`config.mk`:
```
export PLATFORM = sky130hd
export DESIGN_NAME = pwm_level_selector_with_battery_lockout_flat
export DESIGN_NICKNAME = d
export VERILOG_FILES = /design/src/sv/pwmlsel_pkg.sv /design/src/sv/pwmlsel_ifs.sv /design/src/sv/pwm_level_selector_with_battery_lockout.sv /design/src/sv/pwmlsel_cfg.sv /design/src/sv/pwmlsel_step.sv /design/src/flat_wrapper.sv
export SDC_FILE = /design/constraint.sdc
export NUM_CORES = 1
export LEC_CHECK = 0
export BUFFER_PORTS_ARGS = -buffer_cell sky130_fd_sc_hd__buf_4
export CORE_MARGIN = 2
export CORE_UTILIZATION = 54
export CTS_CLUSTER_SIZE = 16
export DETAILED_ROUTE_END_ITERATION = 7
export PLACE_DENSITY = 0.81
export SYNTH_ARGS = -nofsm -noshare
export SYNTH_HDL_FRONTEND = slang
export SYNTH_SLANG_ARGS = --single-unit
```
`constraint.sdc`:
```
create_clock -name clk -period 12.9 [get_ports clk]
set_input_delay 1.935 -clock clk [delete_from_list [all_inputs] [get_ports clk]]
set_output_delay 1.935 -clock clk [all_outputs]
set_load 0.01 [all_outputs]
```
`src/sv/pwmlsel_pkg.sv`:
```
// Shared types and constants for the power level selector with battery lockout.
`default_nettype none

package pwmlsel_pkg;

	// Register index codes (byte address is 4 * index)
	localparam logic [2:0] REG_UNDERVOLT  = 3'd0;
	localparam logic [2:0] REG_RECOVER    = 3'd1;
	localparam logic [2:0] REG_DUTY_STEP  = 3'd2;
	localparam logic [2:0] REG_LONG_PRESS = 3'd3;
	localparam logic [2:0] REG_MAX_LEVEL  = 3'd4;
	localparam logic [2:0] REG_PAUSE      = 3'd5;
	localparam logic [2:0] REG_FULL_SCALE = 3'd6;

	// Register reset values
	localparam logic [9:0]  RST_UNDERVOLT  = 10'd340;
	localparam logic [9:0]  RST_RECOVER    = 10'd370;
	localparam logic [11:0] RST_DUTY_STEP  = 12'd595;
	localparam logic [4:0]  RST_LONG_PRESS = 5'd20;
	localparam logic [3:0]  RST_MAX_LEVEL  = 4'd4;
	localparam logic [4:0]  RST_PAUSE      = 5'd5;
	localparam logic [9:0]  RST_FULL_SCALE = 10'd657;

	// Fixed constants
	localparam logic [14:0] DUTY_LIMIT   = 15'd32000;
	localparam logic [3:0]  LOCK_CODE    = 4'd10;
	localparam logic [6:0]  PAUSE_BASE   = 7'd100;
	localparam logic [11:0] ADC_MAX_CODE = 12'd4095;

	typedef struct packed {
		logic [9:0]  undervolt_level;
		logic [9:0]  recover_level;
		logic [11:0] duty_per_level;
		logic [4:0]  long_press_ticks;
		logic [3:0]  max_level;
		logic [4:0]  pause_ticks;
		logic [9:0]  adc_full_scale;
	} cfg_t;

	typedef struct packed {
		logic [3:0] power_level;
		logic       up_held;
		logic       down_held;
		logic [4:0] hold_count;
		logic       long_press_seen;
		logic [6:0] flash_count;
		logic       led_level;
		logic       charge_level;
		logic       in_lockout;
	} state_t;

	typedef struct packed {
		logic [14:0] duty;
		logic        led_on;
		logic        charge_enable;
		logic        lockout;
		logic [3:0]  level;
	} result_t;

endpackage

`default_nettype wire

```
`src/sv/pwmlsel_ifs.sv`:
```
// Stream channel interfaces for the tick input and the result output.
`default_nettype none

interface pwmlsel_in_if;
	logic        valid;
	logic        ready;
	logic        up_pin_high;
	logic        down_pin_high;
	logic [11:0] adc_sample;

	modport source (output valid, output up_pin_high, output down_pin_high,
		output adc_sample, input ready);
	modport sink (input valid, input up_pin_high, input down_pin_high,
		input adc_sample, output ready);
endinterface

interface pwmlsel_out_if;
	logic        valid;
	logic        ready;
	logic [14:0] duty;
	logic        led_on;
	logic        charge_enable;
	logic        lockout;
	logic [3:0]  level;

	modport source (output valid, output duty, output led_on, output charge_enable,
		output lockout, output level, input ready);
	modport sink (input valid, input duty, input led_on, input charge_enable,
		input lockout, input level, output ready);
endinterface

`default_nettype wire

```
`src/sv/pwm_level_selector_with_battery_lockout.sv`:
```
// Power level selector with battery lockout: one beat per cycle unless the result stalls.
// Datapath: an accepted beat is held in the input register, and its result is loaded into the result register.
// Throughput: one beat per cycle; input register then result register, no stalls
// unless the result register is full and the sink holds off ready.
// Reset (arst_n low): all tick state clears to 0, registers load their defaults,
// both pipeline stages empty.
`default_nettype none

module pwm_level_selector_with_battery_lockout (
	input  wire logic        clk,
	input  wire logic        arst_n,
	input  wire logic        psel,
	input  wire logic        penable,
	input  wire logic        pwrite,
	input  wire logic [4:0]  paddr,
	input  wire logic [31:0] pwdata,
	output logic [31:0]      prdata,
	output logic             pready,
	pwmlsel_in_if.sink       item,
	pwmlsel_out_if.source    result
);

	pwmlsel_pkg::cfg_t    cfg;
	pwmlsel_pkg::state_t  state_q;
	pwmlsel_pkg::state_t  state_nxt;
	pwmlsel_pkg::result_t res_nxt;
	pwmlsel_pkg::result_t res_q;

	logic        valid_s1;
	logic        up_s1;
	logic        down_s1;
	logic [11:0] adc_s1;
	logic        out_valid_q;
	logic        advance;
	logic        in_take;

	pwmlsel_cfg u_cfg (
		.clk     (clk),
		.arst_n  (arst_n),
		.psel    (psel),
		.penable (penable),
		.pwrite  (pwrite),
		.paddr   (paddr),
		.pwdata  (pwdata),
		.prdata  (prdata),
		.pready  (pready),
		.cfg     (cfg)
	);

	pwmlsel_step u_step (
		.cfg           (cfg),
		.cur           (state_q),
		.up_pin_high   (up_s1),
		.down_pin_high (down_s1),
		.adc_sample    (adc_s1),
		.nxt           (state_nxt),
		.res           (res_nxt)
	);

	// Handshake
	assign advance    = valid_s1 & (~out_valid_q | result.ready);
	assign item.ready = ~valid_s1 | advance;
	assign in_take    = item.valid & item.ready;

	// Input register
	always_ff @(posedge clk or negedge arst_n) begin
		if (!arst_n) begin
			valid_s1 <= 1'b0;
		end else if (in_take) begin
			valid_s1 <= 1'b1;
		end else if (advance) begin
			valid_s1 <= 1'b0;
		end
	end

	always_ff @(posedge clk) begin
		if (in_take) begin
			up_s1   <= item.up_pin_high;
			down_s1 <= item.down_pin_high;
			adc_s1  <= item.adc_sample;
		end
	end

	// Tick state and result register
	always_ff @(posedge clk or negedge arst_n) begin
		if (!arst_n) begin
			state_q     <= '0;
			out_valid_q <= 1'b0;
		end else if (advance) begin
			state_q     <= state_nxt;
			out_valid_q <= 1'b1;
		end else if (result.ready) begin
			out_valid_q <= 1'b0;
		end
	end

	always_ff @(posedge clk) begin
		if (advance) begin
			res_q <= res_nxt;
		end
	end

	assign result.valid         = out_valid_q;
	assign result.duty          = res_q.duty;
	assign result.led_on        = res_q.led_on;
	assign result.charge_enable = res_q.charge_enable;
	assign result.lockout       = res_q.lockout;
	assign result.level         = res_q.level;

endmodule

`default_nettype wire

```
`src/sv/pwmlsel_cfg.sv`:
```
// APB configuration register file.
`default_nettype none

module pwmlsel_cfg (
	input  wire logic              clk,
	input  wire logic              arst_n,
	input  wire logic              psel,
	input  wire logic              penable,
	input  wire logic              pwrite,
	input  wire logic [4:0]        paddr,
	input  wire logic [31:0]       pwdata,
	output logic [31:0]            prdata,
	output logic                   pready,
	output pwmlsel_pkg::cfg_t      cfg
);

	pwmlsel_pkg::cfg_t cfg_q;
	logic [2:0] idx;
	logic       wr_en;

	assign idx    = paddr[4:2];
	assign wr_en  = psel & penable & pwrite;
	assign pready = 1'b1;
	assign cfg    = cfg_q;

	// Register writes
	always_ff @(posedge clk or negedge arst_n) begin
		if (!arst_n) begin
			cfg_q.undervolt_level  <= pwmlsel_pkg::RST_UNDERVOLT;
			cfg_q.recover_level    <= pwmlsel_pkg::RST_RECOVER;
			cfg_q.duty_per_level   <= pwmlsel_pkg::RST_DUTY_STEP;
			cfg_q.long_press_ticks <= pwmlsel_pkg::RST_LONG_PRESS;
			cfg_q.max_level        <= pwmlsel_pkg::RST_MAX_LEVEL;
			cfg_q.pause_ticks      <= pwmlsel_pkg::RST_PAUSE;
			cfg_q.adc_full_scale   <= pwmlsel_pkg::RST_FULL_SCALE;
		end else if (wr_en) begin
			case (idx)
				pwmlsel_pkg::REG_UNDERVOLT:  cfg_q.undervolt_level  <= pwdata[9:0];
				pwmlsel_pkg::REG_RECOVER:    cfg_q.recover_level    <= pwdata[9:0];
				pwmlsel_pkg::REG_DUTY_STEP:  cfg_q.duty_per_level   <= pwdata[11:0];
				pwmlsel_pkg::REG_LONG_PRESS: cfg_q.long_press_ticks <= pwdata[4:0];
				pwmlsel_pkg::REG_MAX_LEVEL:  cfg_q.max_level        <= pwdata[3:0];
				pwmlsel_pkg::REG_PAUSE:      cfg_q.pause_ticks      <= pwdata[4:0];
				pwmlsel_pkg::REG_FULL_SCALE: cfg_q.adc_full_scale   <= pwdata[9:0];
				default: ;
			endcase
		end
	end

	// Read mux
	always_comb begin
		prdata = 32'd0;
		case (idx)
			pwmlsel_pkg::REG_UNDERVOLT:  prdata = {22'd0, cfg_q.undervolt_level};
			pwmlsel_pkg::REG_RECOVER:    prdata = {22'd0, cfg_q.recover_level};
			pwmlsel_pkg::REG_DUTY_STEP:  prdata = {20'd0, cfg_q.duty_per_level};
			pwmlsel_pkg::REG_LONG_PRESS: prdata = {27'd0, cfg_q.long_press_ticks};
			pwmlsel_pkg::REG_MAX_LEVEL:  prdata = {28'd0, cfg_q.max_level};
			pwmlsel_pkg::REG_PAUSE:      prdata = {27'd0, cfg_q.pause_ticks};
			pwmlsel_pkg::REG_FULL_SCALE: prdata = {22'd0, cfg_q.adc_full_scale};
			default:                     prdata = 32'd0;
		endcase
	end

endmodule

`default_nettype wire

```
`src/sv/pwmlsel_step.sv`:
```
// Per-tick next-state and result logic: buttons, voltage, lockout, duty, LED code.
`default_nettype none

module pwmlsel_step (
	input  wire pwmlsel_pkg::cfg_t   cfg,
	input  wire pwmlsel_pkg::state_t cur,
	input  wire logic                up_pin_high,
	input  wire logic                down_pin_high,
	input  wire logic [11:0]         adc_sample,
	output pwmlsel_pkg::state_t      nxt,
	output pwmlsel_pkg::result_t     res
);

	logic        up_pressed;
	logic        down_pressed;
	logic [5:0]  hold_inc;
	logic [3:0]  lvl_btn;
	logic [21:0] prod;
	logic [9:0]  q0;
	logic [12:0] rem;
	logic [9:0]  volt;
	logic        lock_n;
	logic        lock_exit;
	logic [3:0]  lvl_fin;
	logic [15:0] duty_raw;
	logic [14:0] duty;
	logic [7:0]  flash_inc;
	logic [7:0]  pause_end;
	logic [6:0]  flash_run;

	assign up_pressed   = ~up_pin_high;
	assign down_pressed = ~down_pin_high;
	assign hold_inc     = {1'b0, cur.hold_count} + 6'd1;

	// Battery voltage: sample * full_scale / 4095, one correction step
	assign prod = {10'd0, adc_sample} * {12'd0, cfg.adc_full_scale};
	assign q0   = prod[21:12];
	assign rem  = {1'b0, prod[11:0]} + {3'd0, q0};
	assign volt = q0 + {9'd0, (rem >= {1'b0, pwmlsel_pkg::ADC_MAX_CODE})};

	// Duty from the button-updated level, saturated
	assign duty_raw = {12'd0, lvl_btn} * {4'd0, cfg.duty_per_level};
	assign duty = (duty_raw > {1'b0, pwmlsel_pkg::DUTY_LIMIT}) ?
		pwmlsel_pkg::DUTY_LIMIT : duty_raw[14:0];

	assign flash_inc = {1'b0, cur.flash_count} + 8'd1;
	assign pause_end = {1'b0, pwmlsel_pkg::PAUSE_BASE} + {3'd0, cfg.pause_ticks};
	assign flash_run = flash_inc[6:0];

	always_comb begin
		nxt = cur;

		// Up button
		if (!cur.up_held) begin
			if (up_pressed) begin
				nxt.up_held    = 1'b1;
				nxt.hold_count = 5'd0;
			end
		end else if (!up_pressed) begin
			nxt.up_held = 1'b0;
			if (cur.long_press_seen) begin
				nxt.long_press_seen = 1'b0;
			end else begin
				nxt.power_level = (cur.power_level < cfg.max_level) ?
					cur.power_level + 4'd1 : cfg.max_level;
			end
		end else if (hold_inc > {1'b0, cfg.long_press_ticks}) begin
			nxt.hold_count      = 5'd0;
			nxt.long_press_seen = 1'b1;
			nxt.charge_level    = ~cur.charge_level;
		end else begin
			nxt.hold_count = hold_inc[4:0];
		end

		// Down button
		if (!cur.down_held) begin
			if (down_pressed) begin
				nxt.down_held = 1'b1;
				if (nxt.power_level != 4'd0) begin
					nxt.power_level = nxt.power_level - 4'd1;
				end
			end
		end else if (!down_pressed) begin
			nxt.down_held = 1'b0;
		end
		lvl_btn = nxt.power_level;

		// Lockout; zero voltage leaves it alone
		lock_n    = cur.in_lockout;
		lock_exit = 1'b0;
		if (volt != 10'd0) begin
			if (!cur.in_lockout && (volt < cfg.undervolt_level)) begin
				lock_n = 1'b1;
			end else if (cur.in_lockout && (volt > cfg.recover_level)) begin
				lock_n    = 1'b0;
				lock_exit = 1'b1;
			end
		end
		nxt.in_lockout = lock_n;

		if (lock_n) begin
			lvl_fin = pwmlsel_pkg::LOCK_CODE;
		end else if (lock_exit) begin
			lvl_fin = 4'd0;
		end else begin
			lvl_fin = lvl_btn;
		end
		nxt.power_level = lvl_fin;

		// LED blink code
		if (lvl_fin == 4'd0) begin
			nxt.flash_count = 7'd0;
			nxt.led_level   = 1'b0;
		end else if (cur.flash_count >= pwmlsel_pkg::PAUSE_BASE) begin
			nxt.flash_count = (flash_inc > pause_end) ? 7'd0 : flash_run;
		end else begin
			nxt.led_level   = ~cur.led_level;
			nxt.flash_count = (flash_run >= {2'd0, lvl_fin, 1'b0}) ?
				pwmlsel_pkg::PAUSE_BASE : flash_run;
		end

		res.duty          = (lock_n || lock_exit) ? 15'd0 : duty;
		res.led_on        = nxt.led_level;
		res.charge_enable = nxt.charge_level;
		res.lockout       = lock_n;
		res.level         = lvl_fin;
	end

endmodule

`default_nettype wire
```
`src/flat_wrapper.sv`:
```
// flat-port wrapper written by rule: the top's interface ports become plain ports
module pwm_level_selector_with_battery_lockout_flat 
  (clk, arst_n, psel, penable, pwrite, paddr, pwdata, prdata, pready, item_valid, item_up_pin_high, item_down_pin_high, item_adc_sample, item_ready, result_valid, result_duty, result_led_on, result_charge_enable, result_lockout, result_level, result_ready);
  pwmlsel_in_if item_i ();
  pwmlsel_out_if result_i ();
  input  wire logic clk;
  input  wire logic arst_n;
  input  wire logic psel;
  input  wire logic penable;
  input  wire logic pwrite;
  input  wire logic [4:0] paddr;
  input  wire logic [31:0] pwdata;
  output logic [31:0] prdata;
  output logic pready;
  input wire logic [$bits(item_i.valid)-1:0] item_valid;
  input wire logic [$bits(item_i.up_pin_high)-1:0] item_up_pin_high;
  input wire logic [$bits(item_i.down_pin_high)-1:0] item_down_pin_high;
  input wire logic [$bits(item_i.adc_sample)-1:0] item_adc_sample;
  output wire logic [$bits(item_i.ready)-1:0] item_ready;
  output wire logic [$bits(result_i.valid)-1:0] result_valid;
  output wire logic [$bits(result_i.duty)-1:0] result_duty;
  output wire logic [$bits(result_i.led_on)-1:0] result_led_on;
  output wire logic [$bits(result_i.charge_enable)-1:0] result_charge_enable;
  output wire logic [$bits(result_i.lockout)-1:0] result_lockout;
  output wire logic [$bits(result_i.level)-1:0] result_level;
  input wire logic [$bits(result_i.ready)-1:0] result_ready;
  assign item_i.valid = item_valid;
  assign item_i.up_pin_high = item_up_pin_high;
  assign item_i.down_pin_high = item_down_pin_high;
  assign item_i.adc_sample = item_adc_sample;
  assign item_ready = item_i.ready;
  assign result_valid = result_i.valid;
  assign result_duty = result_i.duty;
  assign result_led_on = result_i.led_on;
  assign result_charge_enable = result_i.charge_enable;
  assign result_lockout = result_i.lockout;
  assign result_level = result_i.level;
  assign result_i.ready = result_ready;
  pwm_level_selector_with_battery_lockout u_core (.clk(clk), .arst_n(arst_n), .psel(psel), .penable(penable), .pwrite(pwrite), .paddr(paddr), .pwdata(pwdata), .prdata(prdata), .pready(pready), .item(item_i), .result(result_i));
endmodule
```
# ---- After elaboration in Yosys (flattened, before gate mapping)
# Cells that the tools add are included.
dict set report word_totals {
  reg_bits 116
  input_bits 58
  output_inout_bits 57
  word_cells 121
}
dict set report classes {
  n_addsub 7
  multipliers 2
  n_lt_le_gt_ge 9
  n_eq_ne 6
  n_mux 38
  n_bitwise 11
  n_reduce_logical 21
}
# op n
set op_table {}
lappend op_table {{12-bit case mux with 7 select lines} 1}
lappend op_table {{4-bit 2-to-1 mux} 8}
lappend op_table {{5-bit 2-to-1 mux} 5}
lappend op_table {{12-bit by 10-bit multiplier with 22-bit output} 1}
lappend op_table {{7-bit 2-to-1 mux} 3}
lappend op_table {{1-bit 2-to-1 mux} 19}
lappend op_table {{16-bit by 15-bit greater-than comparator with 1-bit output (second input constant)} 1}
lappend op_table {{4-bit by 12-bit multiplier with 16-bit output} 1}
lappend op_table {{2-bit AND reduction} 8}
lappend op_table {{15-bit 2-to-1 mux} 1}
lappend op_table {{12-bit by 10-bit adder with 13-bit output} 1}
lappend op_table {{13-bit by 12-bit >= comparator with 1-bit output (second input constant)} 1}
lappend op_table {{10-bit by 1-bit adder with 10-bit output} 1}
lappend op_table {{10-bit greater-than comparator} 1}
lappend op_table {{10-bit < comparator} 1}
lappend op_table {{10-bit nonzero test} 1}
lappend op_table {{3-bit equality test (second input constant)} 3}
lappend op_table {{7-bit by 1-bit adder with 8-bit output (second input constant)} 1}
lappend op_table {{7-bit by 5-bit adder with 8-bit output (first input constant)} 1}
lappend op_table {{8-bit greater-than comparator} 1}
lappend op_table {{8-bit 2-to-1 mux} 1}
lappend op_table {{7-bit by 5-bit >= comparator with 1-bit output} 1}
lappend op_table {{7-bit >= comparator (second input constant)} 1}
lappend op_table {{5-bit by 1-bit adder with 6-bit output (second input constant)} 1}
lappend op_table {{other kinds (18)} 30}

# ---- Depth between registers and ports, before layout
dict set report logic_depth {
  ltp_word 15
  depth_mapped 56
  depth_no_buf 55
}

# ---- Hierarchy
# From an unflattened synthesis, not the netlist that was laid out.
dict set report hier_totals {
  cells_unflattened 1364
  hier_area_um2 13176.4
}
# mod n_inst cells_each area_each_um2 seq_area_each_um2
set by_module_without_submodules {}
lappend by_module_without_submodules {pwmlsel_step 1 1055 8246.7 0.0}
lappend by_module_without_submodules {pwmlsel_cfg 1 218 2851.5 1430.1}
lappend by_module_without_submodules {pwm_level_selector_with_battery_lockout 1 91 2078.2 1681.6}

# ---- Worst setup path before layout
# OpenSTA, ideal clock, no wires.
dict set report synth_path {
  path_kind {register to register}
  from {reg u_core.u_cfg.cfg_q, in the netlist u_core.u_cfg.cfg[9]}
  to {reg u_core.state_q[5] (netlist bit)}
  setup_ns 0.133
  t_arrival_ns 10.312
  t_required_ns 12.767
  setup_slack_ns 2.456
  stages_incl_launch_ff 48
  path_buffers 1
  period_less_slack_ns 10.444
  cell_sequence {dfstp_2 > clkbuf_1 > nand2_1 > fa_1 > fa_1 > inv_1 > fa_1 > fa_1 > fa_1 > ha_1 > a21oi_1 > o211ai_1 > nand4_1 > a21boi_1 > or4b_2 > nand3_2 > ha_1 > xnor2_1 > [12 not listed] > ha_1 > nor2_1 > a211oi_1 > a31oi_1 > o31a_1 > nor2_2 > and2_1 > ha_1 > nand2_1 > a21boi_0 > o21ai_0 > nand2b_1 > a2111oi_0 > inv_1 > nand2_1 > o21ai_0 > a21oi_1 > o21ai_1}
}
# element line_no
set synth_rtl {}
lappend synth_rtl {{start: declaration} pwmlsel_cfg.sv:17} ;# pwmlsel_pkg::cfg_t cfg_q;
lappend synth_rtl {{end signal: assignment} pwm_level_selector_with_battery_lockout.sv:90} ;# state_q <= state_nxt;
lappend synth_rtl {{end: declaration} pwm_level_selector_with_battery_lockout.sv:24} ;# pwmlsel_pkg::state_t state_q;

==> results.md <==
- The run finished with clean final reports.
- The top cell type by area accounts for 15.7% of the synthesized area.
- The worst-margin pin slew is 1.18 ns.
- During I/O placement, the number of pins put on the boundary was roughly 120.
- Synthesis instantiated between 90 and 100 different standard cells from the library.
- The final-layout fill cell count is ~1900.
- The clock latency on the worst-skew pair is 0.43 ns.
- The worst setup path is captured at a flop.
- The smallest hold slack is around 0.49 ns.
- The number of buffers added to fix hold violations after cts is 0.
- For this run the aggregate overflow at the end of global routing stands at 0.
- At the end of the flow, the number of nets in the layout was 1684.
- In the routed layout, each cell is associated on average with a via count of about 5.8.
- The flip-flop cell with the highest count after synthesis is dfrtp_1.
- The number of antenna violations at the first check in global routing is 0.
- The library cells used most frequently in the layout, excluding fill and tap cells, are inv_1, nand2_1, ha_1.
- The critical path in this run is classified as reg2reg.
- The highest clock frequency the design can meet is 83.8 MHz.
- The first-pass detailed-route iteration total is 5.
- The most numerous cell type found on the critical path is fa_1.
- In this design, the stage delay of the slowest critical-path cell is roughly 0.73 ns.
- The cell chosen for the clock root is clkbuf_16.
- After layout, the worst path uses between 90 and 100% of the clock period.
- In this run the worst path has a maximum fanout of 13.
- The number of hold violations in the final report is 0.
- After synthesis, flip-flops and latches occupy around a quarter of the total area.
- Detailed placement ended at an HPWL of about 22000 um.
- The clock arrives with between 0.008 and 0.009 ns of skew.
- The count of input and output buffers is 71.
- Setup repair after global routing left no endpoint under its margin.
- The min-delay analysis places its worst path in the category reg2reg.
- The slowest stage of the critical path belongs to the cell dfrtp_1.
- The clock tree synthesis step divided the H-tree into 4 levels.
- The overall routing resource usage is 25.2%.
- Measured on the finished design, the core utilization comes to between 60 and 70%.
- The TritonCTS clock tree is built.
- The pin count of the biggest net entering global routing is 81.
- In this run, the number of DRC markers left after iteration 0 of detailed routing was roughly 700.
- In this run the mean area of a mapped cell was 9.42 sq um.
- Before CTS, the worst setup slack after placement is ~0.93 ns.
- The Yosys step of the flow raised 0 warnings.
- The initialized floorplan defines 55 standard-cell rows.
- Buffers inserted during clock tree synthesis total 17.
- The total die area is ~25000 sq um.
- Clock-pin slew was measured on the worst setup and hold paths at roughly 0.060 ns.
- Data on the critical path arrives at its endpoint at around 12 ns.
- The first-pass GRT wire length is slightly below 50000 um.
- The total routed wirelength is roughly 30000 um.
- Across all layers, the routed design uses just under 10000 vias.
- Of the cells placed in the final design, the portion with a size suffix greater than 1 is 15.4%.
- The count of inserted antenna diode cells is 0.
- After detailed routing, the average wire length per cell comes to around 17 um.
- The library cell used most frequently in the layout, excluding fill and tap cells, is inv_1.
- The final-layout setup total negative slack is 0 ns.
- The fraction of registers with async set/reset is between 60% and 70%.
- The number of max-cap violations is 0.
- In the post-route analysis, the smallest setup slack over all paths is between 0.9 and 1 ns.
- In the post-synthesis netlist, the biggest area contributors are fa_1, ha_1, dfrtp_1, edfxtp_1, and2_1.
- The via count of the first global-routing pass came to approximately 10000.
- The max-slew violation total from the final report is 0.
- The number of enable flip-flop cells after synthesis is 36.
- The worst path required time is 13.20 ns.
- The die is approximately 160 um wide.
- After synthesis the cells add up to between 10000 and 15000 sq um.
- The region available for standard cell placement spans about 23000 sq um.
- The final routed DRC violation total is 0.
- The synthesis-to-layout area growth is 10.3%.
- From bottom edge to top edge, the die measures between 150 and 200 um.
- fa_1 takes more of the synthesized area than any other cell.
- The gate count of the mapped netlist is between 1000 and 1500.
- The synthesized flop and latch total is 116.
- The worst setup path is launched from a flop.
- The relative slew slack is around a fifth.
- The clock passes through at most 2 buffers.
- The total number of clock tree sinks is 116.
- The initial standard-cell utilization of the core is between 50 and 60%.
- The detail route stage leaves a number of antenna-violating nets equal to 0.
- At the end of routability-driven placement, the weighted congestion stood at between 0.9 and 1.
- The clock period could shrink to 11.94 ns.
- The setup slack of the most critical reg-to-reg path is between 0.9 and 1 ns.
- The final setup violation count is 0.
-- kinds of logic after synthesis --
group / Yosys count / share of synthesized area, %
AO/OA/AOI/OAI: 216 / 11.6
XOR/XNOR: 56 / 3.94
adder cells (fa/ha/maj): 234 / 29.0
buffers and inverters: 223 / 7.37
flip-flops: 116 / 24.6
multiplexers: 59 / 5.23
other: 2 / 0.0594
AND/OR/NAND/NOR: 437 / 18.2
-- registers in the layout (all words and copies together) (netlist names) --
| name | flops |
|---|---|
| u_core.u_cfg.cfg | 56 |
| u_core.state_q | 22 |
| u_core.result.duty | 15 |
| u_core.adc_s1 | 12 |
| u_core.result.level | 4 |
| u_core.down_s1 | 1 |
| u_core.result.charge_enable | 1 |
| u_core.result.led_on | 1 |
| u_core.result.lockout | 1 |
| u_core.result.valid | 1 |
| u_core.up_s1 | 1 |
| u_core.valid_s1 | 1 |
-- per-stage QoR --
step	cells	cell area (sq um)
final	1718	14000
after global routing	1718	14000
after CTS	1718	13900
after detailed placement	1686	13300
after global placement	1686	13300
after floorplan	1362	12700
-- final timing paths --
| kind | start | end | cells after the start |
|---|---|---|---|
| worst max-delay path | u_core.u_cfg.cfg[3] | u_core.state_q[5] | 50 |
| worst min-delay path | u_core.state_q[1] | u_core.state_q[1] | 1 |
| worst max register to register | u_core.u_cfg.cfg[3] | u_core.state_q[5] | 50 |
| worst min register to register | u_core.state_q[1] | u_core.state_q[1] | 1 |
| max in group asynchronous | arst_n | u_core.u_cfg.cfg[3] | 1 |
| min in group asynchronous | arst_n | u_core.u_cfg.cfg[34] | 1 |
-- layer usage --
metal | global-route usage, % | vias up | wire length (um)
li1 | - | 4604 | -
met5 | 0 | - | 0
met4 | 7.19 | 0 | 507
met1 | 33.6 | 4879 | 12800
met2 | 41.9 | 376 | 14300
met3 | 4.85 | 51 | 1860
-- area by class of cell --
type	count	area (sq um)	area share, %
Inverter	159	597	4.28
Clock buffer	18	450	3.23
Multi-Input combinational cell	1023	8690	62.3
Tap cell	313	392	2.81
Sequential cell	116	3110	22.3
Timing Repair Buffer	75	563	4.03
Clock inverter	14	149	1.07
-- cell usage after synthesis (all sizes together) (4+ instances only) --
| cell | count |
|---|---|
| mux2 | 47 |
| a21o | 16 |
| nor3 | 19 |
| a211oi | 10 |
| nand2b | 16 |
| a21boi | 7 |
| fa | 99 |
| clkbuf | 36 |
| ha | 135 |
| nand3b | 5 |
| nand3 | 28 |
| mux2i | 11 |
| o21ai | 55 |
| nor4 | 5 |
| nor2b | 14 |
| dfstp | 23 |
| a21oi | 48 |
| edfxtp | 36 |
| nor2 | 47 |
| xor2 | 27 |
| nand4 | 13 |
| o311ai | 4 |
| a211o | 5 |
| dfrtp | 57 |
| a31oi | 5 |
| o211ai | 10 |
| o21a | 13 |
| nand2 | 154 |
| and2 | 104 |
| inv | 159 |
| a22oi | 6 |
| buf | 28 |
| or3 | 6 |
| o21bai | 6 |
| xnor2 | 29 |
| and3 | 9 |
| o221ai | 4 |
-- worst max-delay path: cells and delay by family, from the launching register on --
family	cells	cell delay, ns
AO/OA/AOI/OAI	17	2.76
XOR/XNOR	2	0.90
adder cells (fa/ha/maj)	10	4.15
buffers and inverters	5	0.45
flip-flops	1	0.73
AND/OR/NAND/NOR	16	2.78
-- repair_timing --
item                       CTS  global route
gates resized for setup      0             1
setup endpoints to repair    0             3
setup buffers                0             0
Power is not shown: default switching activity piles up to over one toggle a cycle in this logic, so the estimate is an artifact.
